<file path="config.mk">
export PLATFORM = sky130hd
export DESIGN_NAME = multithread_issue_scheduler_flat
export DESIGN_NICKNAME = d
export VERILOG_FILES = /design/src/rtl/core/mis_pkg.sv /design/src/rtl/core/mis_ifs.sv /design/src/rtl/core/multithread_issue_scheduler.sv /design/src/flat_wrapper.sv
export SDC_FILE = /design/constraint.sdc
export NUM_CORES = 2
export LEC_CHECK = 0
export ABC_CLOCK_PERIOD_IN_PS = 17800
export BUFFER_PORTS_ARGS = -buffer_cell sky130_fd_sc_hd__buf_4
export CORE_AREA = 2 2 303 305
export DETAILED_ROUTE_END_ITERATION = 16
export DIE_AREA = 0 0 305 307
export REMOVE_ABC_BUFFERS = 1
export SLEW_MARGIN = 15
export SYNTH_ARGS = -nofsm -noshare
export SYNTH_HDL_FRONTEND = slang
export SYNTH_SLANG_ARGS = --single-unit
</file>
<file path="constraint.sdc">
create_clock -name i_clk -period 17.8 [get_ports i_clk]
set_input_delay 0.89 -clock i_clk [delete_from_list [all_inputs] [get_ports i_clk]]
set_output_delay 0.89 -clock i_clk [all_outputs]
set_load 0.005 [all_outputs]
</file>
<file path="src/rtl/core/mis_pkg.sv">
// ----------------------------------------------------------------------------
// mis_pkg - shared types and constants of the multithread issue scheduler
// Field widths, operation and action codes, register map and reset values.
// ----------------------------------------------------------------------------
package mis_pkg;

    // transaction field widths
    localparam int OP_W  = 2;
    localparam int ACT_W = 2;
    localparam int TID_W = 3;
    localparam int ADD_W = 9;
    localparam int CYC_W = 48;
    localparam int INS_W = 40;
    localparam int PC_W  = 32;
    localparam int LAT_W = 8;
    localparam int TC_W  = 4;

    // instruction kind at the front thread
    typedef enum logic [OP_W-1:0] {
        OP_OTHER = 2'd0,
        OP_LOAD  = 2'd1,
        OP_STORE = 2'd2,
        OP_HALT  = 2'd3
    } t_op;

    // what a step did
    typedef enum logic [ACT_W-1:0] {
        ACT_IDLE   = 2'd0,
        ACT_SKIP   = 2'd1,
        ACT_ISSUE  = 2'd2,
        ACT_HALTED = 2'd3
    } t_action;

    // APB register map (word index = paddr[4:2])
    localparam int APB_AW = 5;
    localparam int APB_DW = 32;
    localparam int REG_IDX_W = 3;

    localparam logic [REG_IDX_W-1:0] REG_POLICY       = 3'd0;
    localparam logic [REG_IDX_W-1:0] REG_THREAD_COUNT = 3'd1;
    localparam logic [REG_IDX_W-1:0] REG_LOAD_LAT     = 3'd2;
    localparam logic [REG_IDX_W-1:0] REG_STORE_LAT    = 3'd3;
    localparam logic [REG_IDX_W-1:0] REG_SWITCH_PEN   = 3'd4;

    // register reset values
    localparam logic             RST_POLICY       = 1'b0;
    localparam logic [TC_W-1:0]  RST_THREAD_COUNT = 4'd2;
    localparam logic [LAT_W-1:0] RST_LOAD_LAT     = 8'd4;
    localparam logic [LAT_W-1:0] RST_STORE_LAT    = 8'd1;
    localparam logic [LAT_W-1:0] RST_SWITCH_PEN   = 8'd2;

    // saturation limits of the running totals
    localparam logic [CYC_W-1:0] CYC_MAX = {CYC_W{1'b1}};
    localparam logic [INS_W-1:0] INS_MAX = {INS_W{1'b1}};

endpackage

</file>
<file path="src/rtl/core/mis_ifs.sv">
// ----------------------------------------------------------------------------
// mis_ifs - valid/ready channel interfaces of the multithread issue scheduler
// Step channel (instruction kind in) and result channel (step outcome out).
// ----------------------------------------------------------------------------
interface mis_step_if;
    logic                      valid;
    logic                      ready;
    logic [mis_pkg::OP_W-1:0]  op_kind;

    modport source (output valid, output op_kind, input ready);
    modport sink   (input valid, input op_kind, output ready);
endinterface

interface mis_result_if;
    logic                       valid;
    logic                       ready;
    logic [mis_pkg::ACT_W-1:0]  action;
    logic [mis_pkg::TID_W-1:0]  issued_thread;
    logic [mis_pkg::ADD_W-1:0]  cycles_added;
    logic [mis_pkg::CYC_W-1:0]  total_cycles;
    logic [mis_pkg::INS_W-1:0]  total_instructions;
    logic [mis_pkg::TID_W-1:0]  next_thread;
    logic [mis_pkg::PC_W-1:0]   next_pc;

    modport source (output valid, output action, output issued_thread, output cycles_added,
                    output total_cycles, output total_instructions, output next_thread,
                    output next_pc, input ready);
    modport sink   (input valid, input action, input issued_thread, input cycles_added,
                    input total_cycles, input total_instructions, input next_thread,
                    input next_pc, output ready);
endinterface

</file>
<file path="src/rtl/core/multithread_issue_scheduler.sv">
// ----------------------------------------------------------------------------
// multithread_issue_scheduler - blocked / fine-grained multithreading scheduler
// Decides, one step per transaction, whether the front thread issues, is
// skipped while it waits on memory, or the core idles, or all threads have
// halted; keeps cycle and instruction totals.
// ----------------------------------------------------------------------------
// Each step transaction carries the instruction kind found at the front
// thread's program counter and yields exactly one result transaction: the
// action taken, the thread that issued, the cycles charged (switch penalty
// included), the saturating cycle and instruction totals, and the front thread
// and program counter that the next step describes. The block takes one step
// per clock cycle, back to back, as long as the result sink takes each result.
// A step is caught in the input register at the edge that accepts it, and its
// result is loaded into the result register when that register is free or being
// drained. That rate rests on the scheduler state update - wait counters,
// halted mask, program counters and front pointer - which is combinational
// logic between the two registers. A full result register with a stalled sink
// still lets one more step be held in the input register. Configuration is via
// APB (word registers at 0x00 policy, 0x04 thread_count, 0x08 load_latency,
// 0x0C store_latency, 0x10 switch_penalty) and is to be written only while no
// step is in flight.
// ----------------------------------------------------------------------------
module multithread_issue_scheduler #(
    parameter int MAX_THREADS = 8
) (
    input  logic                          i_clk,
    input  logic                          i_rst_n,
    mis_step_if.sink                      i_step,
    mis_result_if.source                  o_result,
    input  logic                          psel,
    input  logic                          penable,
    input  logic                          pwrite,
    input  logic [mis_pkg::APB_AW-1:0]    paddr,
    input  logic [mis_pkg::APB_DW-1:0]    pwdata,
    output logic [mis_pkg::APB_DW-1:0]    prdata,
    output logic                          pready
);

    // thread index width and thread count width
    localparam int TW = (MAX_THREADS > 1) ? $clog2(MAX_THREADS) : 1;
    localparam int CW = $clog2(MAX_THREADS + 1);
    localparam logic [CW-1:0] CNT_MAX = CW'(MAX_THREADS);

    // ------------------------------------------------------------------
    // helpers
    // ------------------------------------------------------------------

    // first live thread at or after start, cyclically; start if none live.
    // start is always below the active count and live is masked by it.
    function automatic logic [TW-1:0] live_from(input logic [TW-1:0]          start,
                                                input logic [MAX_THREADS-1:0] live);
        logic [MAX_THREADS-1:0] hi;
        logic [TW-1:0]          res;
        logic                   found;
        res   = start;
        found = 1'b0;
        for (int t = 0; t < MAX_THREADS; t++) begin
            hi[t] = live[t] && (TW'(t) >= start);
        end
        for (int t = 0; t < MAX_THREADS; t++) begin
            if (!found && hi[t]) begin
                res   = TW'(t);
                found = 1'b1;
            end
        end
        for (int t = 0; t < MAX_THREADS; t++) begin
            if (!found && live[t]) begin
                res   = TW'(t);
                found = 1'b1;
            end
        end
        return res;
    endfunction

    // thread index onto the 3-bit result fields
    function automatic logic [mis_pkg::TID_W-1:0] to_tid(input logic [TW-1:0] x);
        logic [TW+mis_pkg::TID_W-1:0] x_ext;
        x_ext = {{mis_pkg::TID_W{1'b0}}, x};
        return x_ext[mis_pkg::TID_W-1:0];
    endfunction

    // ------------------------------------------------------------------
    // APB configuration registers
    // ------------------------------------------------------------------
    logic                            r_policy;
    logic [mis_pkg::TC_W-1:0]        r_thread_count;
    logic [mis_pkg::LAT_W-1:0]       r_load_lat;
    logic [mis_pkg::LAT_W-1:0]       r_store_lat;
    logic [mis_pkg::LAT_W-1:0]       r_switch_pen;

    logic                            cfg_wr;
    logic [mis_pkg::REG_IDX_W-1:0]   cfg_idx;

    assign pready  = 1'b1;
    assign cfg_wr  = psel & penable & pwrite & pready;
    assign cfg_idx = paddr[mis_pkg::APB_AW-1:2];

    always_ff @(posedge i_clk) begin
        if (!i_rst_n) begin
            r_policy       <= mis_pkg::RST_POLICY;
            r_thread_count <= mis_pkg::RST_THREAD_COUNT;
            r_load_lat     <= mis_pkg::RST_LOAD_LAT;
            r_store_lat    <= mis_pkg::RST_STORE_LAT;
            r_switch_pen   <= mis_pkg::RST_SWITCH_PEN;
        end else if (cfg_wr) begin
            case (cfg_idx)
                mis_pkg::REG_POLICY:       r_policy       <= pwdata[0];
                mis_pkg::REG_THREAD_COUNT: r_thread_count <= pwdata[mis_pkg::TC_W-1:0];
                mis_pkg::REG_LOAD_LAT:     r_load_lat     <= pwdata[mis_pkg::LAT_W-1:0];
                mis_pkg::REG_STORE_LAT:    r_store_lat    <= pwdata[mis_pkg::LAT_W-1:0];
                mis_pkg::REG_SWITCH_PEN:   r_switch_pen   <= pwdata[mis_pkg::LAT_W-1:0];
                default: ;
            endcase
        end
    end

    always_comb begin
        case (cfg_idx)
            mis_pkg::REG_POLICY:       prdata = {{(mis_pkg::APB_DW-1){1'b0}}, r_policy};
            mis_pkg::REG_THREAD_COUNT: prdata = {{(mis_pkg::APB_DW-mis_pkg::TC_W){1'b0}},
                                                 r_thread_count};
            mis_pkg::REG_LOAD_LAT:     prdata = {{(mis_pkg::APB_DW-mis_pkg::LAT_W){1'b0}},
                                                 r_load_lat};
            mis_pkg::REG_STORE_LAT:    prdata = {{(mis_pkg::APB_DW-mis_pkg::LAT_W){1'b0}},
                                                 r_store_lat};
            mis_pkg::REG_SWITCH_PEN:   prdata = {{(mis_pkg::APB_DW-mis_pkg::LAT_W){1'b0}},
                                                 r_switch_pen};
            default:                   prdata = '0;
        endcase
    end

    // ------------------------------------------------------------------
    // input register / result register handshake
    // ------------------------------------------------------------------
    logic                            r_in_valid;
    logic [mis_pkg::OP_W-1:0]        r_in_op;
    logic                            r_out_valid;
    logic                            step_go;

    // a step is evaluated when the result register is free or being drained
    assign step_go      = r_in_valid && (!r_out_valid || o_result.ready);
    assign i_step.ready = !r_in_valid || step_go;

    always_ff @(posedge i_clk) begin
        if (!i_rst_n) begin
            r_in_valid  <= 1'b0;
            r_out_valid <= 1'b0;
        end else begin
            if (i_step.ready) begin
                r_in_valid <= i_step.valid;
            end
            if (step_go) begin
                r_out_valid <= 1'b1;
            end else if (o_result.ready) begin
                r_out_valid <= 1'b0;
            end
        end
    end

    always_ff @(posedge i_clk) begin
        if (i_step.valid && i_step.ready) begin
            r_in_op <= i_step.op_kind;
        end
    end

    // ------------------------------------------------------------------
    // scheduler state
    // ------------------------------------------------------------------
    logic [mis_pkg::LAT_W-1:0]  r_wait [MAX_THREADS];
    logic [mis_pkg::PC_W-1:0]   r_pc   [MAX_THREADS];
    logic [MAX_THREADS-1:0]     r_halted;
    logic [TW-1:0]              r_front;
    logic [TW-1:0]              r_last;
    logic [mis_pkg::CYC_W-1:0]  r_cyc;
    logic [mis_pkg::INS_W-1:0]  r_ins;

    logic [mis_pkg::LAT_W-1:0]  n_wait [MAX_THREADS];
    logic [mis_pkg::PC_W-1:0]   n_pc   [MAX_THREADS];
    logic [MAX_THREADS-1:0]     n_halted;
    logic [TW-1:0]              n_front;
    logic [TW-1:0]              n_last;
    logic [mis_pkg::CYC_W-1:0]  n_cyc;
    logic [mis_pkg::INS_W-1:0]  n_ins;

    // step evaluation
    mis_pkg::t_op               op;
    mis_pkg::t_action           act;
    logic [CW-1:0]              cnt;
    logic [CW-1:0]              succ_cnt;
    logic [MAX_THREADS-1:0]     in_range;
    logic [MAX_THREADS-1:0]     live;
    logic [MAX_THREADS-1:0]     live_new;
    logic [MAX_THREADS-1:0]     thr_ready;
    logic [MAX_THREADS-1:0]     other_rdy;
    logic [MAX_THREADS-1:0]     rot_mask;
    logic                       all_halted;
    logic                       is_idle;
    logic                       is_skip;
    logic                       is_issue;
    logic                       rotate;
    logic                       pen_on;
    logic [TW-1:0]              start0;
    logic [TW-1:0]              front0;
    logic [TW-1:0]              succ;
    logic [TW-1:0]              rot_front;
    logic [mis_pkg::ADD_W-1:0]  pen1;
    logic [mis_pkg::ADD_W-1:0]  added;
    logic [mis_pkg::CYC_W:0]    cyc_sum;
    logic [mis_pkg::PC_W-1:0]   next_pc;

    always_comb begin
        op = mis_pkg::t_op'(r_in_op);

        // active thread count: zero acts as one, clamp at the thread limit
        if (r_thread_count == '0) begin
            cnt = CW'(1);
        end else if ({1'b0, r_thread_count} > (mis_pkg::TC_W+1)'(MAX_THREADS)) begin
            cnt = CNT_MAX;
        end else begin
            cnt = CW'(r_thread_count);
        end

        for (int t = 0; t < MAX_THREADS; t++) begin
            in_range[t]  = CW'(t) < cnt;
            live[t]      = in_range[t] && !r_halted[t];
            thr_ready[t] = live[t] && (r_wait[t] == '0);
        end
        all_halted = (live == '0);

        // normalise the front onto a live thread
        start0 = (CW'(r_front) >= cnt) ? '0 : r_front;
        front0 = live_from(start0, live);

        is_idle  = !all_halted && (thr_ready == '0);
        is_skip  = !all_halted && !is_idle && (r_wait[front0] != '0);
        is_issue = !all_halted && !is_idle && !is_skip;

        succ_cnt = CW'(front0) + CW'(1);
        succ     = (succ_cnt == cnt) ? '0 : succ_cnt[TW-1:0];

        // blocked mode charges the penalty on a change of issuing thread;
        // pen1 folds in the ordinary decrement by one of the others
        pen_on = !r_policy && (front0 != r_last);
        pen1   = (pen_on ? {1'b0, r_switch_pen} : '0) + mis_pkg::ADD_W'(1);

        // per-thread lanes
        n_halted = r_halted;
        for (int t = 0; t < MAX_THREADS; t++) begin
            n_wait[t]    = r_wait[t];
            n_pc[t]      = r_pc[t];
            other_rdy[t] = 1'b0;
            if (is_idle && live[t] && (r_wait[t] != '0)) begin
                n_wait[t] = r_wait[t] - 1'b1;
            end
            if (is_issue) begin
                if (TW'(t) == front0) begin
                    n_pc[t] = r_pc[t] + 1'b1;
                    case (op)
                        mis_pkg::OP_LOAD:  n_wait[t] = r_load_lat;
                        mis_pkg::OP_STORE: n_wait[t] = r_store_lat;
                        mis_pkg::OP_HALT:  n_halted[t] = 1'b1;
                        default: ;
                    endcase
                end else if (live[t]) begin
                    n_wait[t]    = ({1'b0, r_wait[t]} > pen1)
                                   ? r_wait[t] - pen1[mis_pkg::LAT_W-1:0] : '0;
                    other_rdy[t] = (n_wait[t] == '0);
                end
            end
        end

        for (int t = 0; t < MAX_THREADS; t++) begin
            live_new[t] = in_range[t] && !n_halted[t];
        end

        rotate = r_policy || (op == mis_pkg::OP_HALT)
                 || (((op == mis_pkg::OP_LOAD) || (op == mis_pkg::OP_STORE))
                     && (other_rdy != '0));

        // one search serves both the skip and the rotate-after-issue case
        rot_mask  = is_issue ? live_new : live;
        rot_front = live_from(succ, rot_mask);

        if (is_skip || (is_issue && rotate)) begin
            n_front = rot_front;
        end else begin
            n_front = front0;
        end

        n_last = is_issue ? front0 : r_last;

        if (is_idle) begin
            added = mis_pkg::ADD_W'(1);
        end else if (is_issue) begin
            added = pen1;
        end else begin
            added = '0;
        end

        cyc_sum = {1'b0, r_cyc} + (mis_pkg::CYC_W+1)'(added);
        n_cyc   = cyc_sum[mis_pkg::CYC_W] ? mis_pkg::CYC_MAX : cyc_sum[mis_pkg::CYC_W-1:0];
        n_ins   = (is_issue && (r_ins != mis_pkg::INS_MAX)) ? r_ins + 1'b1 : r_ins;

        // counter of the new front, bumped if it is the thread that just issued
        next_pc = r_pc[n_front]
                  + {{(mis_pkg::PC_W-1){1'b0}}, (is_issue && (n_front == front0))};

        if (all_halted) begin
            act = mis_pkg::ACT_HALTED;
        end else if (is_idle) begin
            act = mis_pkg::ACT_IDLE;
        end else if (is_skip) begin
            act = mis_pkg::ACT_SKIP;
        end else begin
            act = mis_pkg::ACT_ISSUE;
        end
    end

    always_ff @(posedge i_clk) begin
        if (!i_rst_n) begin
            for (int t = 0; t < MAX_THREADS; t++) begin
                r_wait[t] <= '0;
                r_pc[t]   <= '0;
            end
            r_halted <= '0;
            r_front  <= '0;
            r_last   <= '0;
            r_cyc    <= '0;
            r_ins    <= '0;
        end else if (step_go) begin
            for (int t = 0; t < MAX_THREADS; t++) begin
                r_wait[t] <= n_wait[t];
                r_pc[t]   <= n_pc[t];
            end
            r_halted <= n_halted;
            r_front  <= n_front;
            r_last   <= n_last;
            r_cyc    <= n_cyc;
            r_ins    <= n_ins;
        end
    end

    // ------------------------------------------------------------------
    // result register
    // ------------------------------------------------------------------
    logic [mis_pkg::ACT_W-1:0]  r_out_action;
    logic [mis_pkg::TID_W-1:0]  r_out_issued;
    logic [mis_pkg::ADD_W-1:0]  r_out_added;
    logic [mis_pkg::CYC_W-1:0]  r_out_cyc;
    logic [mis_pkg::INS_W-1:0]  r_out_ins;
    logic [mis_pkg::TID_W-1:0]  r_out_next_thread;
    logic [mis_pkg::PC_W-1:0]   r_out_next_pc;

    always_ff @(posedge i_clk) begin
        if (step_go) begin
            r_out_action      <= act;
            r_out_issued      <= is_issue ? to_tid(front0) : '0;
            r_out_added       <= added;
            r_out_cyc         <= n_cyc;
            r_out_ins         <= n_ins;
            r_out_next_thread <= to_tid(n_front);
            r_out_next_pc     <= next_pc;
        end
    end

    assign o_result.valid              = r_out_valid;
    assign o_result.action             = r_out_action;
    assign o_result.issued_thread      = r_out_issued;
    assign o_result.cycles_added       = r_out_added;
    assign o_result.total_cycles       = r_out_cyc;
    assign o_result.total_instructions = r_out_ins;
    assign o_result.next_thread        = r_out_next_thread;
    assign o_result.next_pc            = r_out_next_pc;

endmodule

</file>
<file path="src/flat_wrapper.sv">
// flat-port wrapper written by rule: the top's interface ports become plain ports
module multithread_issue_scheduler_flat 
#(
    parameter int MAX_THREADS = 8
)
  (i_clk, i_rst_n, psel, penable, pwrite, paddr, pwdata, prdata, pready, i_step_valid, i_step_op_kind, i_step_ready, o_result_valid, o_result_action, o_result_issued_thread, o_result_cycles_added, o_result_total_cycles, o_result_total_instructions, o_result_next_thread, o_result_next_pc, o_result_ready);
  mis_step_if i_step_i ();
  mis_result_if o_result_i ();
  input  logic i_clk;
  input  logic i_rst_n;
  input  logic psel;
  input  logic penable;
  input  logic pwrite;
  input  logic [mis_pkg::APB_AW-1:0] paddr;
  input  logic [mis_pkg::APB_DW-1:0] pwdata;
  output logic [mis_pkg::APB_DW-1:0] prdata;
  output logic pready;
  input wire logic [$bits(i_step_i.valid)-1:0] i_step_valid;
  input wire logic [$bits(i_step_i.op_kind)-1:0] i_step_op_kind;
  output wire logic [$bits(i_step_i.ready)-1:0] i_step_ready;
  output wire logic [$bits(o_result_i.valid)-1:0] o_result_valid;
  output wire logic [$bits(o_result_i.action)-1:0] o_result_action;
  output wire logic [$bits(o_result_i.issued_thread)-1:0] o_result_issued_thread;
  output wire logic [$bits(o_result_i.cycles_added)-1:0] o_result_cycles_added;
  output wire logic [$bits(o_result_i.total_cycles)-1:0] o_result_total_cycles;
  output wire logic [$bits(o_result_i.total_instructions)-1:0] o_result_total_instructions;
  output wire logic [$bits(o_result_i.next_thread)-1:0] o_result_next_thread;
  output wire logic [$bits(o_result_i.next_pc)-1:0] o_result_next_pc;
  input wire logic [$bits(o_result_i.ready)-1:0] o_result_ready;
  assign i_step_i.valid = i_step_valid;
  assign i_step_i.op_kind = i_step_op_kind;
  assign i_step_ready = i_step_i.ready;
  assign o_result_valid = o_result_i.valid;
  assign o_result_action = o_result_i.action;
  assign o_result_issued_thread = o_result_i.issued_thread;
  assign o_result_cycles_added = o_result_i.cycles_added;
  assign o_result_total_cycles = o_result_i.total_cycles;
  assign o_result_total_instructions = o_result_i.total_instructions;
  assign o_result_next_thread = o_result_i.next_thread;
  assign o_result_next_pc = o_result_i.next_pc;
  assign o_result_i.ready = o_result_ready;
  multithread_issue_scheduler #(.MAX_THREADS(MAX_THREADS)) u_core (.i_clk(i_clk), .i_rst_n(i_rst_n), .i_step(i_step_i), .o_result(o_result_i), .psel(psel), .penable(penable), .pwrite(pwrite), .paddr(paddr), .pwdata(pwdata), .prdata(prdata), .pready(pready));
endmodule
</file>
## Word level (Yosys, flattened, before mapping)

Memories as Yosys holds them, arrays and structs flattened.
Index checks and enable logic that the tools add are counted.

- Logic and storage cells: 524
- Bits in writable memories: 320
- Memories: 2
- Register bits: 272

Memories:

| name | depth | bits a word | read ports | clocked after memory_dff | write ports | RTL line | RTL |
|---|---|---|---|---|---|---|---|
| u_core.r_pc | 8 | 32 | 9 | 0 | 8 | multithread_issue_scheduler.sv:170 | `logic [mis_pkg::PC_W-1:0] r_pc [MAX_THREADS];` |
| u_core.r_wait | 8 | 8 | 9 | 0 | 8 | multithread_issue_scheduler.sv:169 | `logic [mis_pkg::LAT_W-1:0] r_wait [MAX_THREADS];` |

- Reduce and logical (&&, ||, !) cells: 193
- Muxes and demuxes: 210
- Equality and inequality tests: 18
- Bitwise operators: 18
- Add/sub/neg operators: 29
- Magnitude comparators: 34

Operator list:

| operator | number |
|---|---|
| 32-bit 2-to-1 mux | 24 |
| 8-bit 2-to-1 mux | 50 |
| 32-bit by 1-bit adder with 32-bit output, second input constant | 8 |
| 8-bit zero test | 18 |
| 8-bit one-hot mux with 2 select lines | 8 |
| 3-bit 2-to-1 mux | 35 |
| 1-bit logical AND | 97 |
| 1-bit 2-to-1 mux | 84 |
| 8-bit nonzero test | 10 |
| 8-bit by 9-bit greater-than comparator with 1-bit output | 8 |
| 8-bit by 1-bit subtractor with 8-bit output, second input constant | 8 |
| 8-bit subtractor | 8 |
| 1-bit zero test | 52 |
| 48-bit by 9-bit adder with 49-bit output | 1 |
| 48-bit 2-to-1 mux | 1 |
| 40-bit by 1-bit adder with 40-bit output, second input constant | 1 |
| 40-bit 2-to-1 mux | 1 |
| 40-bit != test, second input constant | 1 |
| 8-bit one-hot mux with 5 select lines | 1 |
| 32-bit by 1-bit adder with 32-bit output | 1 |
| 3-bit greater-or-equal comparator, first input constant | 8 |
| 9-bit 2-to-1 mux | 2 |
| 3-bit by 4-bit < comparator with 1-bit output, first input constant | 4 |
| 1-bit OR | 16 |
| other kinds (27) | 55 |

## Depth between registers and ports, before layout

An unclocked memory read counts as a cell.

- Depth in word-level cells: 113
- Gate-level depth with buffers: 50

## Worst setup path after synthesis

OpenSTA, ideal clock, no wires.

- Path type: register to register
- Start point: register u_core.r_thread_count[2] (netlist bit)
- End point: register u_core.r_out_next_pc, in the netlist u_core.o_result.next_pc[20], data pin
- Data arrival time: 9933 ps
- Slack: 7602 ps
- Stages on the path, launching flop included: 45
- Data required time: 17535 ps
- Path through: dfxtp_1 > buf_2 > nor2_1 > o21ai_0 > inv_1 > ha_1 > nor3b_2 > o311ai_4 > o21a_1 > or4_1 > o21a_1 > o21a_1 > nor3_4 > a21oi_2 > nand2_1 > inv_1 > ha_1 > inv_1 > (+9 left out) > or3_1 > a32o_1 > nor3_2 > nand4_2 > nand2_1 > buf_1 > nor2_1 > a21oi_1 > mux2_2 > o21ai_0 > o21ai_0 > ha_1 > ha_1 > inv_1 > nor3_2 > nand4_4 > or4_1 > xor2_1

- Longest elaborated chain between the ends: 113

RTL lines:

| what | RTL line | RTL |
|---|---|---|
| start, declared | multithread_issue_scheduler.sv:86 | `logic [mis_pkg::TC_W-1:0] r_thread_count;` |
| start signal, assigned | multithread_issue_scheduler.sv:101 | `r_thread_count <= mis_pkg::RST_THREAD_COUNT;` |
| start signal, assigned | multithread_issue_scheduler.sv:108 | `mis_pkg::REG_THREAD_COUNT: r_thread_count <= pwdata[mis_pkg::TC_W-1:0];` |
| 4-bit greater-than comparator | multithread_issue_scheduler.sv:217 | `end else if ({1'b0, r_thread_count} > (mis_pkg::TC_W+1)'(MAX_THREADS)) begin` |
| 4-bit 2-to-1 mux | multithread_issue_scheduler.sv:217 |  |
| 4-bit 2-to-1 mux * | multithread_issue_scheduler.sv:215 | `if (r_thread_count == '0) begin` |
| parallel branches: the longest is 109 deep, another holds 3-bit by 4-bit greater-or-equal comparator with 1-bit output | - |  |
| 32-bit by 1-bit adder with 32-bit output * | multithread_issue_scheduler.sv:306 | `+ {{(mis_pkg::PC_W-1){1'b0}}, (is_issue && (n_front == front0))};` |
| named net u_core.next_pc, one bit | multithread_issue_scheduler.sv:209 | `logic [mis_pkg::PC_W-1:0] next_pc;` |
| end signal, assigned | multithread_issue_scheduler.sv:362 | `r_out_next_pc <= next_pc;` |
| end, declared | multithread_issue_scheduler.sv:352 | `logic [mis_pkg::PC_W-1:0] r_out_next_pc;` |

Mark *: on every way through the listed nets, which the timed path passes.
A chain may end at the register's enable or synchronous reset.

## Worst setup path after layout

- Start point: register u_core.r_thread_count[3] (netlist bit)
- End point: register u_core.r_out_next_pc, in the netlist u_core.o_result.next_pc[28], data pin

Same word-level chain as after synthesis.

==> flow_metrics.tcl <==
set metrics [dict create \
    synth.distinct_cells 123 \
    htreeDepth 3 \
    die_w_um 305 \
    io_pins 218 \
    ys_warn_count 0 \
    tightest_slew_ps 1180 \
    finClkSkew_ps 50.3 \
    syn_area_mm2 0.0403 \
    finalSetupTns_ps 0 \
    synth_seq_area_share_pct 40.8 \
    ant_nets 0 \
    async_flop_share_pct 0 \
    multi_input_area_mm2 0.0222 \
    clkTransAtPathRegs_ps 60 \
    slowest_stage "a2111oi_0" \
    slew_viol_final 0 \
    core_area_mm2 0.0907 \
    synth_top_family_by_area "simple AND/OR/NAND/NOR gates" \
    hold_buffers 0 \
    via_per_inst 5.93 \
    antenna_found_initial 4 \
    yosys.area_share.simple_pct 22.9 \
    min_period_ps 14680 \
    regArea_mm2 0.0164 \
    numCtsBuffers 73 \
    finalWirelength_um 123000 \
    synth_area_leaders "edfxtp_1, dfxtp_1, xnor2_1" \
    initial_core_util_pct 44.4 \
    finalNetCount 4579 \
    drtIter0Drc 3420 \
    maxCapViolCount 0 \
    relSlewSlack_pct 19.4 \
    clockBufferDepth 3 \
    power_mw 3.76 \
    crit_path_max_fanout 20 \
    worstSkewPairLatency_ps 660 \
    cts_num_sinks 592 \
    max_freq_mhz 68.1 \
    synth_edf_count 459 \
    avgRoutedWirePerCell_um 21.6 \
    netlist_instances 4407 \
    grt_pass1_vias 31300 \
    grt_max_degree 109 \
    synth.largest_area_cell "edfxtp_1" \
    synth-seq-cells 592 \
    die_area_mm2 0.0936 \
    synthFlopType "edfxtp_1" \
    hp-class "in -> reg" \
    synth_compound_area_share_pct 15.2 \
    setup_viol 0 \
    cpPeakStageDelay_ps 1040 \
    rsz0062_at_grt "no" \
    leakage_nw 16.2 \
    syn_avg_cell_area_um2 9.14 \
    port_buffers 166 \
    muxShareOfSynthArea_pct 2.32 \
    drc 0 \
    drive_above_1_share_pct 10.3 \
    post-route-period-util_pct 82.5 \
    grt_pass1_wl_um 188000 \
    synth_common_cells "nand2_1, edfxtp_1, nor2_1" \
    cts_setup_buffers 0 \
    worstPathArrival_ps 15080 \
    status "finished, final reports clean" \
    synth_top_area_share_pct 34.2 \
    via_count 33700 \
    drtPass1Iterations 5 \
    die_y_um 307 \
    hpwl_um 84100 \
    crit_type "reg -> reg" \
    fill_cells 8497 \
    worst_setup_path_end_kind "register" \
    cp.required_ps 18200 \
    synthAdderAreaFrac_pct 3.34 \
    gp_congestion 0.933 \
    hold_viol_final 0 \
    row_count 111 \
    ir_worst_vdd_mv 0.0716 \
    grt-ovfl-total 0 \
    grt_usage_pct 25.4 \
    power_density_mw_per_mm2 84.2 \
    cts_tree "yes" \
    clockRootBuffer "clkbuf_16" \
    hold_ws_ps 448 \
    cp-start-kind "register" \
    cts_resized 0 \
    synthMostInstantiatedCell "nand2_1" \
    area_delta_synth_final_pct 11.0 \
    synthXorXnorAreaFrac_pct 10.8 \
    utilization_pct 49.3 \
]
[cell families (layout without fill, tap and decap cells)]
family,after synthesis,in the layout
buffers and inverters,408,476
multiplexers,88,88
AND/OR/NAND/NOR,1843,1843
AO/OA/AOI/OAI,876,876
flip-flops,592,592
adder cells (fa/ha/maj),105,105
other,2,26
XOR/XNOR,493,493
[flip-flops by register name (all words and copies together) (netlist names), 4 cells and up]
register / flops
u_core.r_cyc: 48
u_core.r_pc: 256
u_core.o_result.total_cycles: 48
u_core.r_ins: 40
u_core.r_wait: 64
u_core.r_switch_pen: 8
u_core.o_result.total_instructions: 40
u_core.o_result.next_pc: 32
u_core.o_result.cycles_added: 9
u_core.r_load_lat: 8
u_core.r_thread_count: 4
u_core.r_halted: 8
u_core.r_store_lat: 8
[cell type report]
cell class / instances / area share [%]
timing repair buffer: 217 / 3.65
clock inverter: 22 / 0.605
inverter: 129 / 1.11
multi-input combinational: 3430 / 49.7
tap: 1186 / 3.32
clock buffer: 108 / 4.80
sequential: 592 / 36.8
antenna: 1 / 0.00560
[final timing paths]
kind | start | to | slack [ps] | depth (start not counted)
setup / recovery | u_core.r_thread_count[3] | u_core.o_result.next_pc[28] | 3120 | 33
hold / removal | i_step_op_kind[0] | u_core.op[0] | 450 | 1
setup reg to reg | u_core.r_thread_count[3] | u_core.o_result.next_pc[28] | 3120 | 33
hold reg to reg | u_core.r_cyc[44] | u_core.r_cyc[44] | 490 | 2
[report_power, final]
| part | leakage [nW] | switching [mW] | internal (mW) |
|---|---|---|---|
| sequential | 5.68 | 0.0729 | 1.57 |
| clock | 1.18 | 0.621 | 0.896 |
| combinational | 9.36 | 0.381 | 0.223 |
| total | 16.2 | 1.08 | 2.69 |
[worst max-delay path: cells and delay by family, from the launching register on]
family / cells / cell delay [ps]
flip-flops: 1 / 850
adder cells (fa/ha/maj): 2 / 650
AND/OR/NAND/NOR: 12 / 4670
buffers and inverters: 4 / 1120
XOR/XNOR: 4 / 1090
AO/OA/AOI/OAI: 11 / 5960
[routing by layer]
metal	routed length (um)	track usage, %	share of wire [%]
met1	56000	36.7	46
met3	10000	4.42	8.2
met2	53900	39.2	44
met5	0	0	0
met4	2660	6.82	2.2
[cell usage in the layout, fill, tap and decap left out, types with 81 or more instances in the layout]
cell type	n
a21oi_1	132
and2_1	119
and3_1	94
buf_4	216
dfxtp_1	133
edfxtp_1	459
ha_1	81
inv_1	125
nand2_1	459
nand3_1	276
nor2_1	412
nor3_1	99
o211ai_1	87
o21ai_0	198
xnor2_1	268
xor2_1	222
[metrics by stage]
step / area [um2] / instances / setup WS, ps
after floorplan: 39000 / 4151 / 4950
after global placement: 42300 / 5554 / 3970
after detailed placement: 42300 / 5554 / 3770
after CTS: 44700 / 5684 / 3720
after global routing: 44700 / 5684 / 2680
final: 44700 / 5685 / 3120
Note: power is estimated with default switching activity, not from simulation.
